`src/hw/rtl/qdd_pkg.sv`:
```
// Shared types, constants and the transition table for the quadrature detent decoder.
package qdd_pkg;

  // Sample ring geometry; holds at most RING_DEPTH-1 samples
  localparam int RING_DEPTH = 64;
  localparam int RING_AW    = (RING_DEPTH > 1) ? $clog2(RING_DEPTH) : 1;

  // Field widths
  localparam int AB_W     = 2;
  localparam int DELTA_W  = 7;
  localparam int CFG_IDX_W = 2;

  // Port widths (tdata in whole bytes)
  localparam int IN_TDATA_W  = 8;
  localparam int IN_TUSER_W  = 2;
  localparam int OUT_TDATA_W = 16;

  // Configuration register indexes
  localparam logic [CFG_IDX_W-1:0] REG_INVERT_DIRECTION = 2'd0;
  localparam logic [CFG_IDX_W-1:0] REG_BUTTON_PRESENT   = 2'd1;

  // Input commands
  typedef enum logic [1:0] {
    CMD_SAMPLE  = 2'd0,
    CMD_READ    = 2'd1,
    CMD_POLL    = 2'd2,
    CMD_RESTART = 2'd3
  } cmd_t;

  // Sequencer states
  typedef enum logic [1:0] {
    ST_IDLE,
    ST_FETCH,
    ST_STEP
  } state_t;

  // Ring control and status between sequencer and ring
  typedef struct packed {
    logic            push;
    logic            pop;
    logic            clear;
    logic [AB_W-1:0] push_ab;
  } ring_ctl_t;

  typedef struct packed {
    logic            empty;
    logic            full;
    logic [AB_W-1:0] rd_ab;
  } ring_stat_t;

  // Result of one pass through the step unit
  typedef struct packed {
    logic signed [1:0] acc;
    logic signed [1:0] detent;
  } step_res_t;

  // Result word, dropped in the top bit
  typedef struct packed {
    logic                      dropped;
    logic                      pressed;
    logic signed [DELTA_W-1:0] delta;
  } out_word_t;

  // Quarter steps for a {previous, current} pin transition
  function automatic logic signed [1:0] transition_step(input logic [3:0] idx);
    logic signed [1:0] q;
    case (idx)
      4'd1, 4'd7, 4'd8, 4'd14: q = -2'sd1;
      4'd2, 4'd4, 4'd11, 4'd13: q = 2'sd1;
      default: q = 2'sd0;
    endcase
    return q;
  endfunction

endpackage

```
`src/hw/rtl/qdd_ring.sv`:
```
// Sample ring: storage array with head/tail pointers and a registered read port.
module qdd_ring (
  input  logic                   clk,
  input  logic                   rst_n,
  input  qdd_pkg::ring_ctl_t     ctl,
  output qdd_pkg::ring_stat_t    stat
);
  import qdd_pkg::*;

  localparam logic [RING_AW-1:0] RING_LAST = RING_AW'(RING_DEPTH - 1);

  logic [AB_W-1:0]    mem [RING_DEPTH];
  logic [AB_W-1:0]    rd_ab_r;
  logic [RING_AW-1:0] head_r, head_nxt;
  logic [RING_AW-1:0] tail_r, tail_nxt;
  logic [RING_AW-1:0] tail_inc, head_inc;
  logic               full, empty;

  // Pointer increments with wrap at the last slot
  assign tail_inc = (tail_r == RING_LAST) ? '0 : tail_r + 1'b1;
  assign head_inc = (head_r == RING_LAST) ? '0 : head_r + 1'b1;
  assign full     = (tail_inc == head_r);
  assign empty    = (tail_r == head_r);

  // Next pointer values
  always_comb begin
    head_nxt = head_r;
    tail_nxt = tail_r;
    if (ctl.clear) begin
      head_nxt = '0;
      tail_nxt = '0;
    end else begin
      if (ctl.push && !full) tail_nxt = tail_inc;
      if (ctl.pop && !empty) head_nxt = head_inc;
    end
  end

  always_ff @(posedge clk) begin
    if (!rst_n) begin
      head_r <= '0;
      tail_r <= '0;
    end else begin
      head_r <= head_nxt;
      tail_r <= tail_nxt;
    end
  end

  // Storage: write at tail, registered read at head
  always_ff @(posedge clk) begin
    if (ctl.push && !full && !ctl.clear) mem[tail_r] <= ctl.push_ab;
    rd_ab_r <= mem[head_r];
  end

  assign stat.empty = empty;
  assign stat.full  = full;
  assign stat.rd_ab = rd_ab_r;

  a_not_empty_and_full: assert property (@(posedge clk) disable iff (!rst_n)
    !(empty && full)) else $error("ring reports empty and full together");

  a_clear_empties: assert property (@(posedge clk) disable iff (!rst_n)
    ctl.clear |=> empty) else $error("ring not empty after clear");

  a_push_full_holds: assert property (@(posedge clk) disable iff (!rst_n)
    (ctl.push && full && !ctl.pop && !ctl.clear) |=> $stable(tail_r))
    else $error("tail moved on a push into a full ring");

endmodule

```
`src/hw/rtl/qdd_step_unit.sv`:
```
// Shared step unit: transition lookup, quarter accumulation and detent decision.
module qdd_step_unit (
  input  logic                       invert,
  input  logic [qdd_pkg::AB_W-1:0]   prev_ab,
  input  logic [qdd_pkg::AB_W-1:0]   cur_ab,
  input  logic signed [1:0]          acc,
  output qdd_pkg::step_res_t         res
);
  import qdd_pkg::*;

  logic signed [1:0] q;
  logic signed [2:0] sum;

  assign q   = transition_step({prev_ab, cur_ab});
  assign sum = 3'(acc) + 3'(q);

  // A full detent clears the accumulator; direction flips when inverted
  always_comb begin
    res.acc    = sum[1:0];
    res.detent = 2'sd0;
    if (q == 2'sd0) begin
      res.acc = acc;
    end else if (sum >= 3'sd2) begin
      res.acc    = 2'sd0;
      res.detent = invert ? -2'sd1 : 2'sd1;
    end else if (sum <= -3'sd2) begin
      res.acc    = 2'sd0;
      res.detent = invert ? 2'sd1 : -2'sd1;
    end
  end

endmodule

```
`src/hw/rtl/quadrature_detent_decoder.sv`:
```
// Quadrature detent decoder top: command sequencer, config registers and result register.
// Sample, poll and restart words reach the result register in the cycle after they are accepted.
// A read pushes its own sample, then drains the ring one sample per FETCH/STEP pair,
// through the single ring read port feeding the one shared step unit.
// in_tready is low while a read drains and while an untaken result blocks a new one.
// Synchronous active-low reset empties the ring and clears pointers, accumulator and
// previous pins; previous button reads released; invert 0, button present 1.
module quadrature_detent_decoder (
  input  logic                                 clk,
  input  logic                                 rst_n,
  // in_tdata: [1:0] ab_pins, [2] button_level
  input  logic                                 in_tvalid,
  output logic                                 in_tready,
  input  logic [qdd_pkg::IN_TDATA_W-1:0]       in_tdata,
  // in_tuser: [1:0] command
  input  logic [qdd_pkg::IN_TUSER_W-1:0]       in_tuser,
  // out_tdata: [6:0] delta_detents, [7] pressed, [8] dropped
  output logic                                 out_tvalid,
  input  logic                                 out_tready,
  output logic [qdd_pkg::OUT_TDATA_W-1:0]      out_tdata,
  input  logic                                 cfg_valid,
  output logic                                 cfg_ready,
  input  logic [qdd_pkg::CFG_IDX_W-1:0]        cfg_index,
  input  logic                                 cfg_data
);
  import qdd_pkg::*;

  state_t                    state_r, state_nxt;
  logic                      out_valid_r, out_valid_nxt;
  out_word_t                 out_word_r, out_word_nxt;
  logic [AB_W-1:0]           prev_ab_r, prev_ab_nxt;
  logic signed [1:0]         acc_r, acc_nxt;
  logic signed [DELTA_W-1:0] detents_r, detents_nxt;
  logic                      drop_r, drop_nxt;
  logic                      prev_btn_r, prev_btn_nxt;
  logic                      invert_r, btn_present_r;

  ring_ctl_t                 ring_ctl;
  ring_stat_t                ring_stat;
  step_res_t                 step_res;

  logic                      in_accept;
  logic                      out_free;
  cmd_t                      cmd;
  logic [AB_W-1:0]           in_ab;
  logic                      in_level;

  assign cmd       = cmd_t'(in_tuser);
  assign in_ab     = in_tdata[AB_W-1:0];
  assign in_level  = in_tdata[AB_W];
  assign out_free  = !out_valid_r || out_tready;
  assign in_tready = (state_r == ST_IDLE) && out_free;
  assign in_accept = in_tvalid && in_tready;

  qdd_ring u_ring (
    .clk   (clk),
    .rst_n (rst_n),
    .ctl   (ring_ctl),
    .stat  (ring_stat)
  );

  qdd_step_unit u_step (
    .invert  (invert_r),
    .prev_ab (prev_ab_r),
    .cur_ab  (ring_stat.rd_ab),
    .acc     (acc_r),
    .res     (step_res)
  );

  // Configuration registers, always ready
  assign cfg_ready = 1'b1;
  always_ff @(posedge clk) begin
    if (!rst_n) begin
      invert_r      <= 1'b0;
      btn_present_r <= 1'b1;
    end else if (cfg_valid && cfg_ready) begin
      case (cfg_index)
        REG_INVERT_DIRECTION: invert_r      <= cfg_data;
        REG_BUTTON_PRESENT:   btn_present_r <= cfg_data;
        default: ;
      endcase
    end
  end

  // Sequencer: next state, ring control and result word
  always_comb begin
    state_nxt     = state_r;
    out_valid_nxt = out_valid_r && !out_tready;
    out_word_nxt  = out_word_r;
    prev_ab_nxt   = prev_ab_r;
    acc_nxt       = acc_r;
    detents_nxt   = detents_r;
    drop_nxt      = drop_r;
    prev_btn_nxt  = prev_btn_r;
    ring_ctl      = '0;
    ring_ctl.push_ab = in_ab;
    case (state_r)
      ST_IDLE: begin
        if (in_accept) begin
          out_word_nxt  = '0;
          out_valid_nxt = 1'b1;
          case (cmd)
            CMD_SAMPLE: begin
              ring_ctl.push        = 1'b1;
              out_word_nxt.dropped = ring_stat.full;
            end
            CMD_READ: begin
              ring_ctl.push = 1'b1;
              drop_nxt      = ring_stat.full;
              detents_nxt   = '0;
              out_valid_nxt = 1'b0;
              state_nxt     = ST_FETCH;
            end
            CMD_POLL: begin
              if (btn_present_r) begin
                out_word_nxt.pressed = prev_btn_r && !in_level;
                prev_btn_nxt         = in_level;
              end
            end
            default: begin
              ring_ctl.clear = 1'b1;
              prev_ab_nxt    = in_ab;
              acc_nxt        = 2'sd0;
              if (btn_present_r) prev_btn_nxt = in_level;
            end
          endcase
        end
      end
      ST_FETCH: begin
        // Head word is captured by the ring read port at this edge
        if (ring_stat.empty) begin
          if (out_free) begin
            out_valid_nxt        = 1'b1;
            out_word_nxt.dropped = drop_r;
            out_word_nxt.pressed = 1'b0;
            out_word_nxt.delta   = detents_r;
            state_nxt            = ST_IDLE;
          end
        end else begin
          state_nxt = ST_STEP;
        end
      end
      ST_STEP: begin
        ring_ctl.pop = 1'b1;
        prev_ab_nxt  = ring_stat.rd_ab;
        acc_nxt      = step_res.acc;
        detents_nxt  = detents_r + DELTA_W'(step_res.detent);
        state_nxt    = ST_FETCH;
      end
      default: state_nxt = ST_IDLE;
    endcase
  end

  // Control registers
  always_ff @(posedge clk) begin
    if (!rst_n) begin
      state_r     <= ST_IDLE;
      out_valid_r <= 1'b0;
      prev_ab_r   <= '0;
      acc_r       <= 2'sd0;
      prev_btn_r  <= 1'b1;
    end else begin
      state_r     <= state_nxt;
      out_valid_r <= out_valid_nxt;
      prev_ab_r   <= prev_ab_nxt;
      acc_r       <= acc_nxt;
      prev_btn_r  <= prev_btn_nxt;
    end
  end

  // Payload registers
  always_ff @(posedge clk) begin
    out_word_r <= out_word_nxt;
    detents_r  <= detents_nxt;
    drop_r     <= drop_nxt;
  end

  assign out_tvalid = out_valid_r;
  assign out_tdata  = OUT_TDATA_W'(out_word_r);

  a_acc_range: assert property (@(posedge clk) disable iff (!rst_n)
    acc_r != -2'sd2) else $error("quarter accumulator left at a full detent");

  a_drain_done: assert property (@(posedge clk) disable iff (!rst_n)
    (state_r == ST_FETCH && ring_stat.empty && out_free)
      |=> (out_valid_r && state_r == ST_IDLE))
    else $error("drain finished without a result");

  a_step_pops: assert property (@(posedge clk) disable iff (!rst_n)
    (state_r == ST_STEP) |-> !ring_stat.empty)
    else $error("step on an empty ring");

  a_no_accept_busy: assert property (@(posedge clk) disable iff (!rst_n)
    (state_r != ST_IDLE) |-> !in_tready)
    else $error("input accepted while draining");

endmodule

```
`config.mk`:
```
export PLATFORM = sky130hd
export DESIGN_NAME = quadrature_detent_decoder
export DESIGN_NICKNAME = d
export VERILOG_FILES = /design/src/hw/rtl/qdd_pkg.sv /design/src/hw/rtl/qdd_ring.sv /design/src/hw/rtl/qdd_step_unit.sv /design/src/hw/rtl/quadrature_detent_decoder.sv
export SDC_FILE = /design/constraint.sdc
export NUM_CORES = 1
export LEC_CHECK = 0
export BUFFER_PORTS_ARGS = -buffer_cell sky130_fd_sc_hd__buf_2
export CORE_UTILIZATION = 50
export CTS_BUF_LIST = sky130_fd_sc_hd__clkbuf_8 sky130_fd_sc_hd__clkbuf_16
export CTS_CLUSTER_SIZE = 10
export DETAILED_ROUTE_END_ITERATION = 12
export PLACE_DENSITY = 0.73
export SYNTH_ARGS = -nofsm -noshare
export SYNTH_HDL_FRONTEND = slang
export SYNTH_SLANG_ARGS = --single-unit
```
`constraint.sdc`:
```
create_clock -name clk -period 4.6 [get_ports clk]
set_input_delay 0.23 -clock clk [delete_from_list [all_inputs] [get_ports clk]]
set_output_delay 0.23 -clock clk [all_outputs]
set_load 0.01 [all_outputs]
```
==> impl_metrics.yaml <==
outcome:
  outcome: "finished, final reports clean"
die:
  die_w_um: 126
  initial_utilization_pct: 51.0
  io_pins: 37
  num_rows: 45
  dieArea_sq_um: 16000
  dieHeight_um: 126
  coreArea_sq_um: 15100
detailed_routing:
  drc_errors: 0
  vias: 4632
  drt-wirelength-per-cell_um: 20.3
  drtAntennaViolNets: 0
  initialDrtViolationCount: 438
  routed_wl_um: 15600
  dr.pass1.iters: 5
  avgViaCountPerCell: 6.00
power:
  p_seq_share_pct: 50.4
  vdd_ir_drop_max_v: 0.000252
  power.density_nw_per_um2: 391
  switchingPower_mw: 0.706
  swShare_pct: 21.1
  clkPwrFrac_pct: 45.7
  internal_power_mw: 2.64
  pwr-share-comb_pct: 3.9
  leakage_nw: 2.84
placed_design:
  hpwl_um: 9830
  placedInstanceArea_sq_um: 7940
  gp_congestion: 0.853
  port_buffers: 23
timing:
  rsz0062_at_grt: "false"
  period_needed_ps: 3610
  fin_skew_ps: 8.98
  hold_violations: 0
  final.period_utilization_pct: 78.4
  setup_viol: 0
  finalMaxSlewViolations: 0
  worst_pin_slew_ps: 1110
  clock.fmax_mhz: 277
  tns_ps: 0
  slew_headroom_pct: 26.2
layout:
  drive_above_1_share_pct: 18.5
  final_core_util_pct: 56.6
  fillCellCount: 1160
  fin_area_sq_um: 8570
  multi_input_area_sq_um: 2680
  final_net_count: 601
  ff_latch_area_sq_um: 4840
  area_growth_pct: 11.0
  n_antenna_cell: 0
grt:
  grt_pass1_wl_um: 24800
  grt_start_max_net_pins: 66
  grt_pass1_vias: 4587
  antenna_found_initial: 0
  gr-total-overflow: 0
  track_usage_pct: 21.0
critical_path:
  timing.rr.end: "detents_r[4]"
  crit_type: "flop to flop"
  reg2regPathDepth: 13
  crit_chain: "inv_1 -> ha_1 -> mux4_2 -> fa_1 -> nand3b_1 -> a21oi_2 -> xor2_1 -> ha_1 -> nor2_1 -> nand2_1 -> mux2i_1 -> nand2_1 -> nor3b_1"
  cp_max_fo: 6
  r2r-start: "u_ring.rd_ab_r[0]"
  worstPathRequired_ps: 4760
  worst_setup_path_start_kind: "flop"
  max_stage_delay_ps: 620
  cp.arrival_ps: 3770
  r2r_slack_ps: 990
  critPathSlowestCell: "fa_1"
  worstSetupEndpointType: "flop"
  crit_family: "adder cells"
  critPathBufInv: 1
clocking:
  clock_sinks: 169
  root_buffer: "clkbuf_16"
  cts_buffers: 17
  cts_tree: "yes"
  clk_pin_slew_ps: 70
  cts_resized: 0
  clockBufferDepth: 2
  postCtsHoldBufs: 0
  insertion_delay_ps: 430
  htreeDepth: 4
  postCtsSetupBuffers: 0
logic_synthesis:
  yosysSeqAreaShare_pct: 62.6
  syn-cell-area_sq_um: 7720
  ys_ff_latch: 169
  ys_types: 52
  syn_inst: 557
  async_flop_share_pct: 0
  synthTopCellsByArea: "edfxtp_1 (56%), mux4_2 (11%), dfxtp_1 (6.2%)"
  ys_warn_count: 0
  synth-main-ff-cell: "edfxtp_1"
  synth_top_area_cell: "edfxtp_1"
  synth.top_cell.area_share_pct: 56.4
  synth_edf_count: 145
  synth_area_per_cell_sq_um: 13.9
job:
  maxCapViolations: 0
min_path:
  hold_depth: 2
  hold_end: "prev_btn_r"
  hold_path.class: "primary input to flop"
  hp-start: "rst_n"
[worst register-to-register path, stage by stage, from the launching register on]
cell      delay, ps
dfxtp_1         390
inv_1            90
ha_1            190
mux4_2          530
fa_1            620
nand3b_1        150
a21oi_2         370
xor2_1          120
ha_1            270
nor2_1          140
nand2_1          70
mux2i_1         190
nand2_1          70
nor3b_1         130
[how the worst max path moves through the flow]
stage	startpoint	end	depth (start not counted)
6_report	u_ring.rd_ab_r[0]	detents_r[4]	13
5_1_grt	u_ring.rd_ab_r[0]	detents_r[6]	14
4_1_cts	u_ring.rd_ab_r[0]	detents_r[4]	14
3_5_place_dp	u_ring.rd_ab_r[0]	detents_r[4]	13
3_3_place_gp	u_ring.rd_ab_r[0]	detents_r[4]	14
2_1_floorplan	u_ring.rd_ab_r[0]	detents_r[4]	14
[flip-flops by register name (all words and copies together), names as in the netlist, 6 cells and up]
name / cells
detents_r: 7
u_ring.tail_r: 6
u_ring.mem: 128
out_tdata: 9
u_ring.head_r: 6
[power by group through the flow]
| stage | Combinational, mW | Clock (mW) | Sequential, mW |
|---|---|---|---|
| floorplan | 0.0835 | 0 | 1.72 |
| global placement | 0.127 | 0 | 1.72 |
| detailed placement | 0.131 | 0 | 1.72 |
| CTS | 0.132 | 1.56 | 1.69 |
| global route | 0.145 | 1.61 | 1.69 |
| finish | 0.131 | 1.53 | 1.69 |
[Yosys cell counts, drive strengths merged (2+ instances only)]
library cell and instances:
a211o 2, a211oi 3, a21oi 11, a31o 3, a31oi 7, and2 12, and3 9, buf 26
clkbuf 12, conb 2, dfxtp 24, edfxtp 145, fa 2, ha 9, inv 10, mux2 2
mux2i 16, mux4 37, nand2 33, nand2b 5, nand3 13, nand3b 5, nand4 14, nor2 97
nor2b 6, nor3 4, nor3b 3, o2111ai 2, o22ai 5, o31ai 2, or2 4, or3 3
xnor2 5, xor2 12
[per-stage QoR]
step           hold WS [ps]  power [mW]  instances  setup WS (ps)
2_1_floorplan           292        1.80        563           1350
3_3_place_gp            446        1.85        741           1140
3_5_place_dp            456        1.85        741           1040
4_1_cts                6.57        3.37        772            987
5_1_grt                23.1        3.45        772            689
6_report               20.0        3.35        772            994
[cells by family (layout without fill, tap and decap cells)]
family / after synthesis / after routing / share of synthesized area (%)
xor+xnor: 18 / 18 / 2.24
simple gates: 211 / 211 / 12.8
fa+ha+maj: 11 / 11 / 1.98
buf+inv: 48 / 69 / 3.06
other cells: 2 / 8 / 0.0972
mux: 55 / 55 / 13.2
flops: 169 / 169 / 62.6
compound gates: 43 / 43 / 4.07
[cells in the final DEF, fill, tap and decap left out, drive strengths merged, types with 2 or more instances in the layout]
| master | synthesis | final |
|---|---|---|
| a21oi | 11 | 11 |
| or2 | 4 | 4 |
| conb | 2 | 8 |
| o2111ai | 2 | 2 |
| o31ai | 2 | 2 |
| nor3b | 3 | 3 |
| a31oi | 7 | 7 |
| xnor2 | 5 | 5 |
| dfxtp | 24 | 24 |
| nand4 | 14 | 14 |
| o22ai | 5 | 5 |
| nand2b | 5 | 5 |
| a31o | 3 | 3 |
| nand3b | 5 | 5 |
| buf | 26 | 28 |
| nand3 | 13 | 13 |
| nor3 | 4 | 4 |
| mux4 | 37 | 37 |
| clkbuf | 12 | 17 |
| fa | 2 | 2 |
| mux2i | 16 | 16 |
| xor2 | 12 | 12 |
| clkinv | 0 | 4 |
| ha | 9 | 9 |
| bufinv | 0 | 4 |
| nor2b | 6 | 6 |
| a211o | 2 | 2 |
| mux2 | 2 | 2 |
| inv | 10 | 16 |
| or3 | 3 | 3 |
| a211oi | 3 | 3 |
| nor2 | 97 | 97 |
| and3 | 9 | 9 |
| nand2 | 33 | 33 |
| and2 | 12 | 12 |
| edfxtp | 145 | 145 |
[cell type report]
class                      count  area share [%]
clock buffer                  17            4.96
clock inverter                14            2.44
inverter                      10           0.438
multi-input combinational    346            31.2
sequential                   169            56.4
tap                          188            2.74
timing repair buffer          28            1.78
[routing by layer]
layer | track usage [%] | vias to the layer above | share of wire [%]
met5 | 0 | - | 0
met4 | 10.3 | 0 | 2.9
met3 | 3.46 | 28 | 5.3
met2 | 33.9 | 170 | 49
met1 | 27.8 | 2329 | 43
li1 | - | 2105 | -
(Power assumes the default switching activity.)
